$ cat src/hw/rtl/vpg_pkg.sv
// Shared types and constants of the video pixel generator.
package vpg_pkg;

  // Address and memory sizes.
  localparam int unsigned AddrW        = 13;
  localparam int unsigned VideoBytes   = 8192;
  localparam int unsigned FontBytes    = 768;
  localparam int unsigned FontBanks    = 3;
  localparam int unsigned FontBankDepth = FontBytes / FontBanks;

  // Drawable areas of the bitmap and text modes.
  localparam int unsigned BitmapArea   = 'h2000;
  localparam int unsigned TextFullArea = 'h1500;
  localparam int unsigned TextBigArea  = 'h540;

  // Display mode codes.
  localparam logic [7:0] ModeMono    = 8'd0;
  localparam logic [7:0] ModeColor   = 8'd1;
  localparam logic [7:0] ModeText    = 8'd2;
  localparam logic [7:0] ModeTextBig = 8'd3;

  // Input kind carried on tuser.
  localparam logic CmdVideo = 1'b0;
  localparam logic CmdFont  = 1'b1;

  // Job queue depth; a power of two so the pointers wrap by themselves.
  localparam int unsigned QueueDepth = 4;
  localparam int unsigned QPtrW      = $clog2(QueueDepth);
  localparam int unsigned QCountW    = $clog2(QueueDepth + 1);

  // Index of the final pixel of each job kind.
  localparam logic [4:0] LastMono  = 5'd7;
  localparam logic [4:0] LastColor = 5'd1;
  localparam logic [4:0] LastGlyph = 5'd23;

  typedef enum logic [1:0] {
    JOB_MONO,
    JOB_COLOR,
    JOB_TEXT,
    JOB_TEXT_BIG
  } job_kind_t;

  // One drawing job: base position, colour byte and pixel bits.
  typedef struct packed {
    job_kind_t   kind;
    logic [7:0]  x0;
    logic [7:0]  y0;
    logic [7:0]  colours;
    logic [23:0] rows;
  } job_t;

  // Final pixel index of a job kind.
  function automatic logic [4:0] last_index(job_kind_t kind);
    logic [4:0] idx;
    unique case (kind)
      JOB_MONO:  idx = LastMono;
      JOB_COLOR: idx = LastColor;
      default:   idx = LastGlyph;
    endcase
    return idx;
  endfunction

endpackage

$ cat src/hw/rtl/vpg_back.sv
// Back end: steps through each job and issues one pixel beat per cycle while the output is not stalled.
module vpg_back (
  input  logic          clk,
  input  logic          rst,
  input  logic          q_valid,
  input  vpg_pkg::job_t q_job,
  output logic          q_pop,
  output logic          out_valid,
  input  logic          out_ready,
  output logic [7:0]    out_x,
  output logic [7:0]    out_y,
  output logic          out_big,
  output logic          out_mono,
  output logic [3:0]    out_colour,
  output logic          out_last
);

  vpg_pkg::job_t job;
  logic          job_valid;
  logic [4:0]    k;
  logic [23:0]   bits;
  logic          advance;
  logic          emit;
  logic          is_last;
  logic [7:0]    xoff;
  logic [7:0]    yoff;
  logic [7:0]    px;
  logic [7:0]    py;
  logic [3:0]    pcolour;
  logic          pbig;

  assign advance = !out_valid || out_ready;
  assign emit    = job_valid && advance;
  assign is_last = k == vpg_pkg::last_index(job.kind);
  assign q_pop   = q_valid && (!job_valid || (emit && is_last));

  // Pixel of the current step.
  always_comb begin
    unique case (job.kind)
      vpg_pkg::JOB_MONO: begin
        xoff    = {5'b00000, k[2:0]};
        yoff    = 8'h00;
        pcolour = {3'b000, bits[23]};
      end
      vpg_pkg::JOB_COLOR: begin
        xoff    = {7'b0000000, k[0]};
        yoff    = 8'h00;
        pcolour = k[0] ? job.colours[3:0] : job.colours[7:4];
      end
      default: begin
        xoff    = {6'b000000, k[1:0]};
        yoff    = {5'b00000, k[4:2]};
        pcolour = bits[23] ? job.colours[3:0] : job.colours[7:4];
      end
    endcase
    pbig = (job.kind == vpg_pkg::JOB_COLOR) || (job.kind == vpg_pkg::JOB_TEXT_BIG);
    px   = job.x0 + xoff;
    py   = job.y0 + yoff;
    if (job.kind == vpg_pkg::JOB_TEXT_BIG) begin
      px[7] = 1'b0;
      py[7] = 1'b0;
    end
  end

  // Job register and step counter.
  always_ff @(posedge clk) begin
    if (rst) begin
      job_valid <= 1'b0;
      k         <= 5'd0;
    end else if (q_pop) begin
      job_valid <= 1'b1;
      k         <= 5'd0;
    end else if (emit && is_last) begin
      job_valid <= 1'b0;
    end else if (emit) begin
      k <= k + 5'd1;
    end
  end

  always_ff @(posedge clk) begin
    if (q_pop) begin
      job  <= q_job;
      bits <= q_job.rows;
    end else if (emit) begin
      bits <= {bits[22:0], 1'b0};
    end
  end

  // Output register.
  always_ff @(posedge clk) begin
    if (rst) begin
      out_valid <= 1'b0;
    end else if (advance) begin
      out_valid <= job_valid;
    end
  end

  always_ff @(posedge clk) begin
    if (emit) begin
      out_x      <= px;
      out_y      <= py;
      out_big    <= pbig;
      out_mono   <= job.kind == vpg_pkg::JOB_MONO;
      out_colour <= pcolour;
      out_last   <= is_last;
    end
  end

`ifndef SYNTHESIS
  a_step_range: assert property (@(posedge clk) disable iff (rst)
    job_valid |-> (k <= vpg_pkg::last_index(job.kind)))
    else $error("pixel step beyond end of job");

  a_job_continues: assert property (@(posedge clk) disable iff (rst)
    (emit && !is_last) |=> (job_valid && (k == $past(k) + 5'd1)))
    else $error("job dropped before its last pixel");
`endif

endmodule

$ cat config.mk
export PLATFORM = sky130hd
export DESIGN_NAME = vpg_back
export DESIGN_NICKNAME = d
export VERILOG_FILES = /design/src/hw/rtl/vpg_pkg.sv /design/src/hw/rtl/vpg_back.sv
export SDC_FILE = /design/constraint.sdc
export NUM_CORES = 1
export LEC_CHECK = 0
export BUFFER_PORTS_ARGS = -buffer_cell sky130_fd_sc_hd__buf_2
export CAP_MARGIN = 0
export CORE_MARGIN = 2
export CORE_UTILIZATION = 56
export CTS_BUF_LIST = sky130_fd_sc_hd__clkbuf_8
export DETAILED_ROUTE_END_ITERATION = 6
export GPL_ROUTABILITY_DRIVEN = 0
export PLACE_DENSITY = 0.86
export SETUP_SLACK_MARGIN = 0.02
export SYNTH_ARGS = -nofsm -noshare
export SYNTH_HDL_FRONTEND = slang
export SYNTH_SLANG_ARGS = --single-unit
export TNS_END_PERCENT = 30
$ cat constraint.sdc
create_clock -name clk -period 2.7 [get_ports clk]
set_clock_uncertainty 0.15 [all_clocks]
set_input_delay 0.135 -clock clk [delete_from_list [all_inputs] [get_ports clk]]
set_output_delay 0.135 -clock clk [all_outputs]
set_load 0.1 [all_outputs]
Word-level counts from Yosys, hierarchy flattened
Index checks and enable logic that the tools add are counted.
{"block": "totals", "latch_bits": 0, "ram_bits": 0, "memories": 0, "register_bits": 80, "output_inout_bits": 25, "rom_bits": 0, "input_bits": 54}
{"block": "classes", "n_addsub": 3, "n_eq_ne": 3, "n_reduce_logical": 14, "n_lt_le_gt_ge": 0, "mul": 0, "shifts": 0, "muxes": 10, "div_mod_pow": 0, "n_bitwise": 1}
{"op": "24-bit 2-to-1 mux", "n": 2}
{"op": "8-bit adder", "n": 2}
{"op": "5-bit case mux with 2 select lines", "n": 1}
{"op": "4-bit 2-to-1 mux", "n": 2}
{"op": "4-bit case mux with 2 select lines", "n": 1}
{"op": "3-bit case mux with 2 select lines", "n": 1}
{"op": "5-bit by 1-bit adder with 5-bit output, second input constant", "n": 1}
{"op": "5-bit == test", "n": 1}
{"op": "2-bit nonzero test", "n": 2}
{"op": "2-bit OR reduction", "n": 2}
{"op": "1-bit logical AND", "n": 3}
{"op": "1-bit logical OR", "n": 3}
{"op": "3-bit 2-to-1 mux", "n": 1}
{"op": "2-bit by 1-bit == test with 1-bit output, second input constant", "n": 1}
{"op": "2-bit == test, second input constant", "n": 1}
{"op": "1-bit zero test", "n": 2}
{"op": "2-bit zero test", "n": 1}
{"op": "1-bit 2-to-1 mux", "n": 2}
{"op": "2-bit AND reduction", "n": 1}
{"op": "1-bit inverter", "n": 1}

Depth between registers and ports, before layout
{"block": "logic_depth", "depth_word": 7, "depth_mapped": 8, "mapped_depth_nobuf": 8}

Least setup slack after synthesis
No wires, ideal clock.
{"block": "synth_path", "path_type": "register to register", "startpoint": "reg out_valid", "endpoint": "reg bits[15], data pin", "required_ns": 2.290, "stages_incl_launch_ff": 6, "slack_ns": 0.068, "t_arrival_ns": 2.223, "setup_ns": 0.260, "n_path_buf": 1, "cell_sequence": "dfxtp_1 -> nand2b_1 -> nand2_1 -> o31ai_4 -> buf_6 -> mux2_2"}
{"block": "synth_via", "elab_chain_cells": 7}
{"element": "start: declaration", "line_no": "vpg_back.sv:8", "source": "output logic out_valid,"}
{"element": "start signal: assignment", "line_no": "vpg_back.sv:94", "source": "out_valid <= job_valid;"}
{"element": "1-bit zero test", "line_no": "vpg_back.sv:32", "source": "assign advance = !out_valid || out_ready;"}
{"element": "1-bit logical OR", "line_no": "vpg_back.sv:32"}
{"element": "1-bit logical AND", "line_no": "vpg_back.sv:33", "source": "assign emit = job_valid && advance;"}
{"element": "1-bit logical AND", "line_no": "vpg_back.sv:35", "source": "assign q_pop = q_valid && (!job_valid || (emit && is_last));"}
{"element": "1-bit logical OR", "line_no": "vpg_back.sv:35"}
{"element": "1-bit logical AND", "line_no": "vpg_back.sv:35"}
{"element": "via q_pop", "line_no": "vpg_back.sv:7", "source": "output logic q_pop,"}
{"element": "24-bit 2-to-1 mux", "line_no": "vpg_back.sv:81", "source": "if (q_pop) begin"}
{"element": "end signal: assignment", "line_no": "vpg_back.sv:83", "source": "bits <= q_job.rows;"}
{"element": "end signal: assignment", "line_no": "vpg_back.sv:85", "source": "bits <= {bits[22:0], 1'b0};"}
{"element": "end: declaration", "line_no": "vpg_back.sv:21", "source": "logic [23:0] bits;"}
The timed path passes the listed nets, and every way through them passes these cells.
A chain may end at the register's enable or synchronous reset.

Worst setup path in the final report
{"block": "layout_path", "startpoint": "reg job[49] in the netlist's numbering", "endpoint": "out q_pop"}
{"block": "layout_via", "elab_chain_cells": 6, "elab_cells_between_ends": 7, "cone_classes": "eq/ne: 2; mux: 1; reduce/logical: 4"}
{"element": "start: declaration", "line_no": "vpg_back.sv:18", "source": "vpg_pkg::job_t job;"}
{"element": "start signal: assignment", "line_no": "vpg_back.sv:82", "source": "job <= q_job;"}
{"element": "2-bit by 1-bit == test with 1-bit output / 2-bit zero test (equally long branches)", "line_no": "vpg_pkg.sv:55", "source": "unique case (kind)"}
{"element": "5-bit case mux with 2 select lines (*)", "line_no": "vpg_pkg.sv:55"}
{"element": "5-bit == test (*)", "line_no": "vpg_back.sv:34", "source": "assign is_last = k == vpg_pkg::last_index(job.kind);"}
{"element": "1-bit logical AND (*)", "line_no": "vpg_back.sv:35"}
{"element": "1-bit logical OR (*)", "line_no": "vpg_back.sv:35"}
{"element": "1-bit logical AND (*)", "line_no": "vpg_back.sv:35"}
{"element": "end: declaration", "line_no": "vpg_back.sv:7"}
Mark *: on every way between the ends. The rest lies on a longest branch, timed or not.

==> results.toml <==
[run_status]
status = "completed"

[floorplan]
dieHeight_um = 82.6
die-area_um2 = 6820
fp.dieW_um = 82.6
io_pins = 79
initial_core_util_pct = 58.1
core-area_um2 = 5960
num_rows = 28

[drt]
drt_iter0_drc = 187
drtAntennaViolNets = 0
route.layer.met1.wl_mm = 3.08
vias = 2420
route.top_layer_used = "met4"
dr.pass1.iters = 5
wl_met2_mm = 4.56
wl_mm = 8.24
viasPerCell = 5.30
wl_met3_um = 421
routedWlPerCell_um = 18.0
drcViolationCount = 0

[setup_path]
timing_worst_setup_path_type = "reg2out"
critPathCaptureType = "output pin"
cp_cell_sequence = "nand2b_4, mux2_4, o31ai_4, buf_4, buf_12"
cp.required_ps = 2410
slowest_stage = "edfxtp_1"
critPathArrivalTime_ps = 2320
crit_fanout = 17
critPathBufInv = 2
cp-start-kind = "flip-flop"
crit_path_max_incr_delay_ps = 520
critPathTopFamily = "flip-flops"

[timing]
worst_slew_pin_slew_ps = 637
period_share_pct = 96.4
finalMaxSlewViolations = 0
min_period_ps = 2600
rsz0062_at_grt = "false"
hold_violations = 0
setup_viol = 0
setup_tns_ps = 0
relSlewSlack_pct = 57.2
clock.fmax_ghz = 0.384

[synthesis]
ys_types = 40
synth_edf_count = 73
synth_area_um2 = 3460
synth_ff_type = "edfxtp_1"
synth_seq_cells = 80
yosysSeqAreaShare_pct = 67.4
synth_area_leaders = "edfxtp_1 (63%), mux2_2 (8.5%), dfxtp_1 (4.1%)"
async_flop_share_pct = 0
yosys.area.top_type = "edfxtp_1"
syn_nets = 291
ys_warn_count = 0
synth_top_area_share_pct = 63.4
syn_area_per_cell_um2 = 15.2
synth_cells = 228

[grt]
grt_pass1_wl_mm = 12.7
grt_usage_pct = 26.7
grt_pass1_vias = 2570
antenna_found_initial = 1
grt_max_degree = 25
grt-ovfl-total = 0

[clock_tree]
clkLatencyLatePin_ps = 360
cts_tree = "built"
path_clk_slew_ps = 70
cts_buffers = 9
clock-sinks = 80
clockBufferDepth = 2
h-tree-depth = 3
clockRootBuffer = "clkbuf_8"

[flow_run]
drv_cap = 0

[power]
p_leak_nw = 1.93
powerDensity_nw_per_um2 = 628
ir_drop_v = 0.000452

[finish]
regArea_um2 = 2330
final_cell_area_um2 = 4740
nets = 439
nFillCells = 339
drive_gt1_share_pct = 35.2
syn_to_final_growth_pct = 37.1
multi_input_area_um2 = 1060

[place]
placedInstanceArea_um2 = 3990
place_hpwl_mm = 4.44
numPortBuffers = 78

[min_path]
hold_class = "in2reg"
## through the flow
step | instances | util (%) | hold WS, ps | total power [W] | setup WS (ps)
after floorplan | 228 | - | 54.1 | 0.00186 | 67.5
after global placement | 385 | 66.9 | 163 | 0.00196 | 314
after detailed placement | 385 | 66.9 | 163 | 0.00198 | 224
after CTS | 453 | 79.1 | 85.9 | 0.00294 | 114
after global routing | 457 | 79.6 | 118 | 0.00307 | 23.5
final | 457 | 79.6 | 108 | 0.00298 | 96.9
## cells in the mapped netlist, drive strengths merged (2+ instances only)
cell type and count:
nor2b 2, dfxtp 7, xnor2 8, mux2 27
mux2i 6, nand2 15, o21ai 6, nor2 13
a21oi 10, nand2b 2, ha 7, edfxtp 73
inv 8, fa 2, nand3 3, a21o 3
buf 3, o31ai 3, xor2 4, a211oi 4
nor3 4, and3 2, and2 5
## logic make-up after synthesis
group | after synthesis | share of synthesized area [%]
AO/OA/AOI/OAI | 32 | 6.29
XOR/XNOR | 12 | 3.04
adder cells (fa/ha/maj) | 9 | 3.69
buffers and inverters | 13 | 2.03
flip-flops | 80 | 67.4
multiplexers | 33 | 10.6
AND/OR/NAND/NOR | 49 | 6.91
## cell usage in the layout (no fill, tap or decap), types with 9 or more instances in the layout
master / instances
inv_1: 10
nand2_1: 15
a21oi_1: 10
dlygate4sd3_1: 52
edfxtp_1: 73
buf_2: 77
mux2_2: 26
nor2_1: 13
buf_4: 12
clkbuf_8: 9
## sequential cells by signal (all words and copies together), names as in the netlist
register	cells
bits	24
job	26
job_valid	1
k	5
out_big	1
out_colour	4
out_last	1
out_mono	1
out_valid	1
out_x	8
out_y	8
## power by group
part | total (W) | switching [W] | internal, W
Clock | 0.000950 | 0.000445 | 0.000506
Sequential | 0.00152 | 0.0000437 | 0.00148
Combinational | 0.000511 | 0.000323 | 0.000188
## final cells by class
type	instances	share of cell area [%]
flip-flops and latches	80	49.2
clock inverters	7	1.66
diodes	1	0.0528
well taps	75	1.98
inverters	8	0.633
clock buffers	9	2.61
multi-input cells	135	22.5
repair buffers	142	21.4
## worst paths after layout
path                            depth (start not counted)        end      start  slack, ps
worst max-delay path                                    5      q_pop    job[49]        100
worst min-delay path                                    3  out_valid  out_ready        110
worst max register to register                          5   bits[12]    job[49]        180
worst min register to register                          1   bits[11]   bits[10]        410
## routing by layer
metal / GRT usage [%] / vias to the layer above
li1: - / 1153
met1: 29.7 / 1159
met2: 48.5 / 91
met3: 6.63 / 17
met4: 11.1 / 0
met5: 0 / -
## repair_timing
action,CTS,global route
hold buffers,52,0
gates resized for setup,0,1
endpoints found under the setup margin,0,1
buffers inserted,0,3
hold endpoints to repair,52,0
## worst register-to-register path, cell delays in order, from the launching register on
cell      delay (ps)
edfxtp_1         520
nand2b_4         250
mux2_4           360
o31ai_4          310
buf_4            290
mux2_2           400
Power figures use the tool's default switching activity.
