File: src/hw/rtl/vpg_pkg.sv
// Shared types and constants of the video pixel generator.
package vpg_pkg;

  // Address and memory sizes.
  localparam int unsigned AddrW        = 13;
  localparam int unsigned VideoBytes   = 8192;
  localparam int unsigned FontBytes    = 768;
  localparam int unsigned FontBanks    = 3;
  localparam int unsigned FontBankDepth = FontBytes / FontBanks;

  // Drawable areas of the bitmap and text modes.
  localparam int unsigned BitmapArea   = 'h2000;
  localparam int unsigned TextFullArea = 'h1500;
  localparam int unsigned TextBigArea  = 'h540;

  // Display mode codes.
  localparam logic [7:0] ModeMono    = 8'd0;
  localparam logic [7:0] ModeColor   = 8'd1;
  localparam logic [7:0] ModeText    = 8'd2;
  localparam logic [7:0] ModeTextBig = 8'd3;

  // Input kind carried on tuser.
  localparam logic CmdVideo = 1'b0;
  localparam logic CmdFont  = 1'b1;

  // Job queue depth; a power of two so the pointers wrap by themselves.
  localparam int unsigned QueueDepth = 4;
  localparam int unsigned QPtrW      = $clog2(QueueDepth);
  localparam int unsigned QCountW    = $clog2(QueueDepth + 1);

  // Index of the final pixel of each job kind.
  localparam logic [4:0] LastMono  = 5'd7;
  localparam logic [4:0] LastColor = 5'd1;
  localparam logic [4:0] LastGlyph = 5'd23;

  typedef enum logic [1:0] {
    JOB_MONO,
    JOB_COLOR,
    JOB_TEXT,
    JOB_TEXT_BIG
  } job_kind_t;

  // One drawing job: base position, colour byte and pixel bits.
  typedef struct packed {
    job_kind_t   kind;
    logic [7:0]  x0;
    logic [7:0]  y0;
    logic [7:0]  colours;
    logic [23:0] rows;
  } job_t;

  // Final pixel index of a job kind.
  function automatic logic [4:0] last_index(job_kind_t kind);
    logic [4:0] idx;
    unique case (kind)
      JOB_MONO:  idx = LastMono;
      JOB_COLOR: idx = LastColor;
      default:   idx = LastGlyph;
    endcase
    return idx;
  endfunction

endpackage

File: src/hw/rtl/vpg_queue.sv
// Short job queue between the front end and the pixel sequencer.
module vpg_queue (
  input  logic          clk,
  input  logic          rst,
  input  logic          push,
  output logic          push_ready,
  input  vpg_pkg::job_t push_job,
  input  logic          pop,
  output logic          pop_valid,
  output vpg_pkg::job_t pop_job
);

  vpg_pkg::job_t                 entries [vpg_pkg::QueueDepth];
  logic [vpg_pkg::QPtrW-1:0]     wr_ptr;
  logic [vpg_pkg::QPtrW-1:0]     rd_ptr;
  logic [vpg_pkg::QCountW-1:0]   count;
  logic                          do_push;
  logic                          do_pop;

  assign push_ready = count != vpg_pkg::QCountW'(vpg_pkg::QueueDepth);
  assign pop_valid  = count != '0;
  assign pop_job    = entries[rd_ptr];
  assign do_push    = push && push_ready;
  assign do_pop     = pop && pop_valid;

  // Pointers and fill count.
  always_ff @(posedge clk) begin
    if (rst) begin
      wr_ptr <= '0;
      rd_ptr <= '0;
      count  <= '0;
    end else begin
      if (do_push) begin
        wr_ptr <= wr_ptr + 1'b1;
      end
      if (do_pop) begin
        rd_ptr <= rd_ptr + 1'b1;
      end
      if (do_push && !do_pop) begin
        count <= count + 1'b1;
      end else if (do_pop && !do_push) begin
        count <= count - 1'b1;
      end
    end
  end

  // Entry storage.
  always_ff @(posedge clk) begin
    if (do_push) begin
      entries[wr_ptr] <= push_job;
    end
  end

`ifndef SYNTHESIS
  a_count_bound: assert property (@(posedge clk) disable iff (rst)
    count <= vpg_pkg::QCountW'(vpg_pkg::QueueDepth))
    else $error("job queue count above depth");

  a_count_grows: assert property (@(posedge clk) disable iff (rst)
    (do_push && !do_pop) |=> (count == $past(count) + 1'b1))
    else $error("job queue lost a pushed entry");
`endif

endmodule

File: config.mk
export PLATFORM = sky130hd
export DESIGN_NAME = vpg_queue
export DESIGN_NICKNAME = d
export VERILOG_FILES = /design/src/hw/rtl/vpg_pkg.sv /design/src/hw/rtl/vpg_queue.sv
export SDC_FILE = /design/constraint.sdc
export NUM_CORES = 1
export LEC_CHECK = 0
export BUFFER_PORTS_ARGS = -buffer_cell sky130_fd_sc_hd__buf_4
export CORE_MARGIN = 10
export CORE_UTILIZATION = 30
export CTS_CLUSTER_SIZE = 16
export DETAILED_ROUTE_END_ITERATION = 6
export HOLD_SLACK_MARGIN = 0.12
export SLEW_MARGIN = 20
export SYNTH_ARGS = -nofsm -noshare
export SYNTH_HDL_FRONTEND = slang
export SYNTH_SLANG_ARGS = --single-unit
File: constraint.sdc
create_clock -name clk -period 5.4 [get_ports clk]
set_clock_uncertainty 0.15 [all_clocks]
set_input_delay 1.08 -clock clk [delete_from_list [all_inputs] [get_ports clk]]
set_output_delay 1.08 -clock clk [all_outputs]
set_load 0.02 [all_outputs]
* Word level (Yosys, flattened, before mapping)
Memories as Yosys holds them, arrays and structs flattened. A register that Yosys moved wholly into a read port is not among the register bits.
Cells that the tools add are included.
** Cells by class
- Add/sub/neg operators :: 4
- Reduce and logical (&&, ||, !) cells :: 8
- Equality and inequality tests :: 1
- Multiplexer cells :: 6
** Operator list (number)
- 2-to-1 mux 3 bit :: 2
- adder 2 x 1 -> 2 bit, second input constant :: 2
- logical AND 1 bit :: 4
- 2-to-1 mux 2 bit :: 2
- adder 3 x 1 -> 3 bit, second input constant :: 1
- inequality test 3 bit, second input constant :: 1
- nonzero test 3 bit :: 1
- subtractor 3 x 1 -> 3 bit, second input constant :: 1
- zero test 1 bit :: 2
- 2-to-1 mux 1 bit :: 2
- nonzero test 2 bit :: 1
** Word-level totals
- Input port bits :: 54
- Output and inout bits :: 52
- Memories kept :: 1
- Logic and storage cells :: 23
- RAM bits :: 200
- Register bits after elaboration :: 7
** Memory list
- entries :: depth 4, width 50, read ports 1, clocked after memory_dff 1, wr ports 1, RTL line vpg_queue.sv:13 : vpg_pkg::job_t entries [vpg_pkg::QueueDepth];

* Logic depth before layout (Yosys ltp)
Gate-level depths: netlist of run 1.
- Word-level depth :: 6
- Depth in mapped cells :: 8
- Gate-level depth less buffers :: 8

* Worst setup path before layout of run 1
No wires, ideal clock.
- Path kind :: input-to-reg
- From :: input port push
- To :: memory entries[0][0] in the netlist's numbering (enable)
- Cell stages on the path :: 2
- Data arrival time :: 2579 ps
- Data required time :: 4837 ps
- Path slack :: 2259 ps
- Buffers on the path :: 0
- Setup time :: 413 ps
- Cell sequence :: a21boi_2 -> and2_1
** Between the ends
- Word-level cells in the longest chain between the ends :: 3
** Ends and longest elaborated chain
- start, declared :: RTL line vpg_queue.sv:5 : input logic push,
- logical AND 1 bit :: RTL line vpg_queue.sv:23 : assign do_push = push && push_ready;
- 2-to-1 mux 1 bit :: RTL line vpg_queue.sv:49 : if (do_push) begin
- 2-to-1 mux 1 bit (implied by the code) :: RTL line vpg_queue.sv:50 : entries[wr_ptr] <= push_job;
- end, declared :: RTL line vpg_queue.sv:13
Every way passes these cells.

==> run_results.csv, run 1 <==
group,metric,value,unit
global_route,met2_usage,16.3,%
floorplan,die_h,181,µm
worst_setup_path,arrival,2440,ps
synthesis,ys_async_sr_fraction,0,%
synthesis,ys.flop_type,"edfxtp_1",
synthesis,synth.area.top_cells,"edfxtp_1 78%, mux4_2 15%, dfxtp_1 2.3%",
synthesis,ys_warn_count,0,
sta,relSlewSlack,46.5,%
synthesis,syn-cell-area,0.00774,mm²
worst_setup_path,r2r_slack,2790,ps
worst_setup_path,critPathKind,"flop to primary output",
worst_setup_path,crit_path_end,"pop_job[14]",
cts,clkSinkCount,209,
sta,final-hold-violation-count,0,
run,drv_cap,0,
worst_setup_path,critPathCaptureType,"primary output",
placement,place.port_buffers,105,
global_route,antenna_found_initial,0,
synthesis,syn_nets,370,
sta,fin_crit,3670,ps
worst_setup_path,r2r-start,"count[0]",
hold_path,min_path_type,"flop to flop",
synthesis,seq_area_frac_synth,79.9,%
global_route,grt_use_met1,11.0,%
cts,hold_buffers,0,
pwr,power,4.80,mW
cells_and_area,area_delta_synth_final,24.1,%
synthesis,netlist_top_cells_count,"200 x edfxtp_1, 50 x mux4_2, 9 x dfxtp_1, 8 x nor2_1",
placement,gp_congestion,0.670,
cts,cts.clk_slew.worst_paths,60,ps
global_route,grt_overflow_total,0,
cells_and_area,drive_gt1_share,44.8,%
worst_setup_path,critPathMaxFanout,27,
run_status,status,"completed",
floorplan,dieArea,0.0326,mm²
floorplan,initial_utilization,30.6,%
sta,drv_slew,0,
worst_setup_path,startpoint_type,"flop",
routing,vias,3527,
synthesis,synth.most_common_cell,"edfxtp_1",
sta,fmax,0.272,GHz
synthesis,yosysUniqueCellTypes,24,
synthesis,synth_top_area_share,77.6,%
routing,viasPerCell,4.53,
routing,drc,0,
cts,htree_levels,1,
cts,post-cts-setup-buffers,0,
floorplan,rows,58,
pwr,powerDensity,500,mW/mm²
floorplan,die_x,181,µm
cts,cts-buffers-inserted,23,
global_route,grt_usage,9.56,%
global_route,grt_max_degree,30,
sta,worst_pin_slew,803,ps
cts,clkLatencyLatePin,490,ps
placement,dp_hpwl,10300,µm
routing,drtIter0Drc,159,
cells_and_area,fin_nets,493,
global_route,grt_use_met3,3.67,%
sta,setup_tns,0,ps
routing,wl,15800,µm
cts,clk_path_buf_depth,3,
synthesis,synth_edf_count,200,
pwr,p_leak,3.21,nW
global_route,grt_pass1_vias,4063,
worst_setup_path,ff2ff_path_depth,4,
synthesis,synth_top_area_cell,"edfxtp_1",
cells_and_area,diodes,0,
routing,detail-route-antenna-nets,0,
synthesis,synth-seq-cells,209,
worst_setup_path,cp.required,4170,ps
floorplan,coreArea,0.0253,mm²
routing,routedWlPerCell,20.2,µm
sta,finalCritPeriodShare,68.0,%
sta,rsz0062_at_grt,"false",
routing,firstDrtPassIters,4,
cts,cts.repair.resized,0,
synthesis,synthCells,310,
sta,final-setup-viol-count,0,
pwr,ir_worst_vdd,0.246,mV
global_route,busiest_layer,"met2",
cts,cts_tree,"done",
synthesis,avgSynthCellArea,25.0,µm²
worst_setup_path,reg2reg_to,"entries[1][1]",
cts,root_buffer,"clkbuf_16",
global_route,grt_pass1_wl,24400,µm
floorplan,io_pins,106,
==> worst min-delay path by stage <==
stage / from / to / cells after the start
final: rd_ptr[0] / rd_ptr[0] / 2
after detailed placement: rd_ptr[0] / rd_ptr[0] / 2
after global routing: rd_ptr[1] / flop / 2
after floorplan: wr_ptr[1] / wr_ptr[1] / 2
after global placement: wr_ptr[1] / wr_ptr[1] / 2
after CTS: rd_ptr[0] / flop / 2
==> cells by family (layout without fill, tap and decap cells) <==
family | count (synthesis) | after routing | synth area share [%]
AOI/OAI and AO/OA | 5 | 5 | 0.485
xor gates and xnor gates | 4 | 4 | 0.453
adders and majority gates | 6 | 6 | 1.07
buffers and inverters | 16 | 155 | 2.01
DFF | 209 | 209 | 79.9
muxes | 53 | 53 | 15.0
and+or+nand+nor | 17 | 17 | 1.08
==> registers in the layout, summed over array words and instances, names as in the netlist, named ones only <==
| register | flops |
|---|---|
| rd_ptr | 2 |
| wr_ptr | 2 |
| entries | 200 |
| count | 3 |
==> power breakdown <==
part / internal [mW] / switching [mW] / leakage (nW)
sequential: 1.97 / 0.111 / 1.91
combinational: 0.590 / 0.634 / 0.943
clock: 0.923 / 0.571 / 0.362
total: 3.49 / 1.32 / 3.21
==> metal layers <==
metal,part of all wire [%],wire length (µm)
met1,40,6350
met2,51,7990
met3,7.4,1160
met4,1.7,264
met5,0,0
==> through the flow <==
stage | area (µm²) | hold slack (ps) | instances | util (%) | setup slack, ps
after global routing | 9600 | 410 | 779 | 38.0 | 1590
after detailed placement | 8870 | 359 | 738 | 35.1 | 2110
after CTS | 9600 | 385 | 779 | 38.0 | 1610
after floorplan | 7740 | 332 | 310 | - | 2260
after global placement | 8840 | 342 | 737 | 35.0 | 2090
final | 9600 | 381 | 779 | 38.0 | 1730
==> cell usage in the layout (no fill, tap or decap) <==
cell type	instances
xor2_1	4
buf_4	110
inv_6	1
clkbuf_1	5
nand2b_1	2
mux2_2	1
ha_1	5
o21ai_0	1
dfxtp_2	1
nand2_1	1
o311ai_0	1
clkinv_2	5
nor2_1	8
o31ai_1	1
inv_1	3
mux2i_1	2
clkbuf_16	23
dfxtp_1	7
buf_16	1
edfxtp_1	200
a21oi_1	1
and2_2	4
dfxtp_4	1
clkinv_1	4
fa_1	1
a21boi_2	1
mux4_2	50
bufinv_16	3
or3_1	2
==> critical path: stages (launching register included) <==
cell     delay [ps]
dfxtp_2         850
buf_4           500
mux4_2          400
buf_4           180
==> layout make-up <==
class,count,area (µm²)
timing repair buffer,111,853
multi-input combinational,85,1400
clock buffer,28,594
inverter,3,11.3
tap,330,413
sequential,209,6190
fill,2288,15700
clock inverter,13,139
Power figures use the tool's default switching activity.
==> inputs of run 2 (changes only) <==
==> constraint.sdc (replaced) <==
create_clock -name clk -period 3.6 [get_ports clk]
set_clock_uncertainty 0.15 [all_clocks]
set_input_delay 0.72 -clock clk [delete_from_list [all_inputs] [get_ports clk]]
set_output_delay 0.72 -clock clk [all_outputs]
set_load 0.02 [all_outputs]
==> run 2 against run 1 <==
Cell area rose by 0.96%. Routed wire length shrank 3.4%. Critical path type unchanged. Utilization is 0.37 points higher. Largest power group unchanged. Cell count up 0.64%. First-iteration DRC count is 26% higher. Global-route usage down 0.46 points. Critical path depth is the same.
==> run_results.csv, run 2 (synthesis gave the netlist of run 1 again) <==
group,metric,value,unit
routing,drtIter0Drc,200,
cts,cts.repair.resized,0,
global_route,met2_usage,15.6,%
hold_path,hold_end,"entries[2][25]",
hold_path,min_path_type,"primary input to flop",
placement,dp_hpwl,9960,µm
cts,cts_tree,"done",
cells_and_area,regMostFlops,"entries",
floorplan,coreArea,0.0253,mm²
worst_setup_path,crit_family,"flip-flops",
global_route,grt_use_met1,11.0,%
routing,vias,3489,
worst_setup_path,arrival,2220,ps
routing,viasPerCell,4.45,
cells_and_area,fin_nets,498,
cells_and_area,reg.largest.list,"entries: 200 flops, count: 3 flops",
pwr,p_leak,3.25,nW
worst_setup_path,ff2ff_path_depth,8,
sta,fin_crit,3090,ps
worst_setup_path,startpoint_type,"flop",
floorplan,rows,58,
run_status,status,"completed",
worst_setup_path,slowest_delay,650,ps
placement,place.port_buffers,105,
routing,drc,0,
cells_and_area,area_delta_synth_final,25.3,%
floorplan,initial_utilization,30.6,%
global_route,grt_pass1_wl,23600,µm
global_route,grt_use_met3,2.47,%
hold_path,hold_depth,1,
routing,detail-route-antenna-nets,0,
floorplan,io_pins,106,
global_route,busiest_layer,"met2",
cts,htree_levels,1,
cells_and_area,layout_common_cells,"200 x edfxtp_1, 112 x buf_4, 50 x mux4_2, 23 x clkbuf_16, 8 x nor2_1",
cells_and_area,drive_gt1_share,45.6,%
worst_setup_path,path_cells,"buf_4 -> mux4_2 -> buf_4",
worst_setup_path,crit_top_cell,"buf_4",
cts,hold_buffers,0,
cts,clkSinkCount,209,
global_route,grt_max_degree,33,
cts,post-cts-setup-buffers,0,
pwr,ir_worst_vdd,0.353,mV
worst_setup_path,critPathCaptureType,"primary output",
floorplan,die_h,181,µm
worst_setup_path,critPathKind,"flop to primary output",
sta,finalCritPeriodShare,85.8,%
floorplan,die_x,181,µm
global_route,antenna_found_initial,0,
sta,worst_pin_slew,719,ps
sta,relSlewSlack,52.1,%
worst_setup_path,cp_num_buf_inv,2,
run,drv_cap,0,
hold_path,min_from,"push_job[25]",
worst_setup_path,r2r-start,"count[0]",
placement,pre_cts_ws,856,ps
cts,clkLatencyLatePin,490,ps
global_route,grt_overflow_total,0,
pwr,powerDensity,746,mW/mm²
worst_setup_path,cp.required,2730,ps
routing,routedWlPerCell,19.4,µm
routing,wl,15200,µm
worst_setup_path,cp_slowest_cell,"dfxtp_4",
worst_setup_path,critPathMaxFanout,22,
cts,clk_path_buf_depth,3,
sta,final-hold-violation-count,0,
sta,fmax,0.324,GHz
sta,worst_slack,513,ps
global_route,grt_pass1_vias,4009,
sta,final-setup-viol-count,0,
cts,root_buffer,"clkbuf_16",
sta,rsz0062_at_grt,"false",
sta,setup_tns,0,ps
floorplan,dieArea,0.0326,mm²
cts,cts.clk_slew.worst_paths,60,ps
cells_and_area,diodes,0,
global_route,grt_usage,9.10,%
worst_setup_path,reg2reg_to,"count[2]",
cts,cts-buffers-inserted,22,
worst_setup_path,r2r_slack,1090,ps
routing,firstDrtPassIters,4,
cells_and_area,mostFrequentLayoutCell,"edfxtp_1",
sta,drv_slew,0,
cells_and_area,largest_reg_flops,200,
placement,gp_congestion,0.701,
[run 2: cell count changes in the layout (fill, tap and decap cells not counted), sizes merged]
cell | previous run | this run
clkbuf | 28 | 25
clkinvlp | 0 | 2
buf | 111 | 117
[run 2: through the flow]
| step | power, mW | std cells | area [µm²] | hold WS (ps) | util (%) |
|---|---|---|---|---|---|
| 2_1_floorplan | 4.38 | 310 | 7740 | 332 | - |
| 3_3_place_gp | 5.03 | 744 | 8960 | 342 | 35.5 |
| 3_5_place_dp | 5.08 | 744 | 8960 | 366 | 35.5 |
| 4_1_cts | 7.38 | 784 | 9700 | 246 | 38.4 |
| 5_1_grt | 7.59 | 784 | 9700 | 254 | 38.4 |
| 6_report | 7.23 | 784 | 9700 | 276 | 38.4 |
[run 2: worst max path at each step]
stage	depth (start not counted)	to	slack, ps	from
3_3_place_gp	3	pop_job[4]	950	flop
6_report	3	pop_job[12]	510	flop
3_5_place_dp	8	count[2]	860	push
4_1_cts	3	pop_job[4]	400	flop
5_1_grt	3	pop_job[12]	330	flop
2_1_floorplan	2	entries[0][0]	820	push
[run 2: worst reg2reg max path: cells and delay by family, from the launching register on]
family,cells,cell delay (ps)
compound gates,2,510
xor+xnor,1,180
fa+ha+maj,2,630
buf+inv,1,70
flops,1,450
simple gates,2,440
[run 2: per-layer routing]
metal  vias up  part of all wire [%]
li1       1563                     -
met5         -                     0
met3        22                   5.1
met2        97                    50
met4         0                   1.8
met1      1807                    43
[run 2: power by group]
| group | switching [mW] | internal (mW) | leakage, nW | total (mW) |
|---|---|---|---|---|
| logic | 0.942 | 0.905 | 0.983 | 1.85 |
| clock network | 0.888 | 1.38 | 0.354 | 2.27 |
| registers | 0.158 | 2.96 | 1.91 | 3.12 |
[run 2: area by class of cell]
type                       count  area (µm²)
inverter                       3        11.3
fill                        2314       15600
sequential                   209        6190
multi-input combinational     85        1400
timing repair buffer         117         941
tap                          330         413
clock inverter                15         155
clock buffer                  25         583
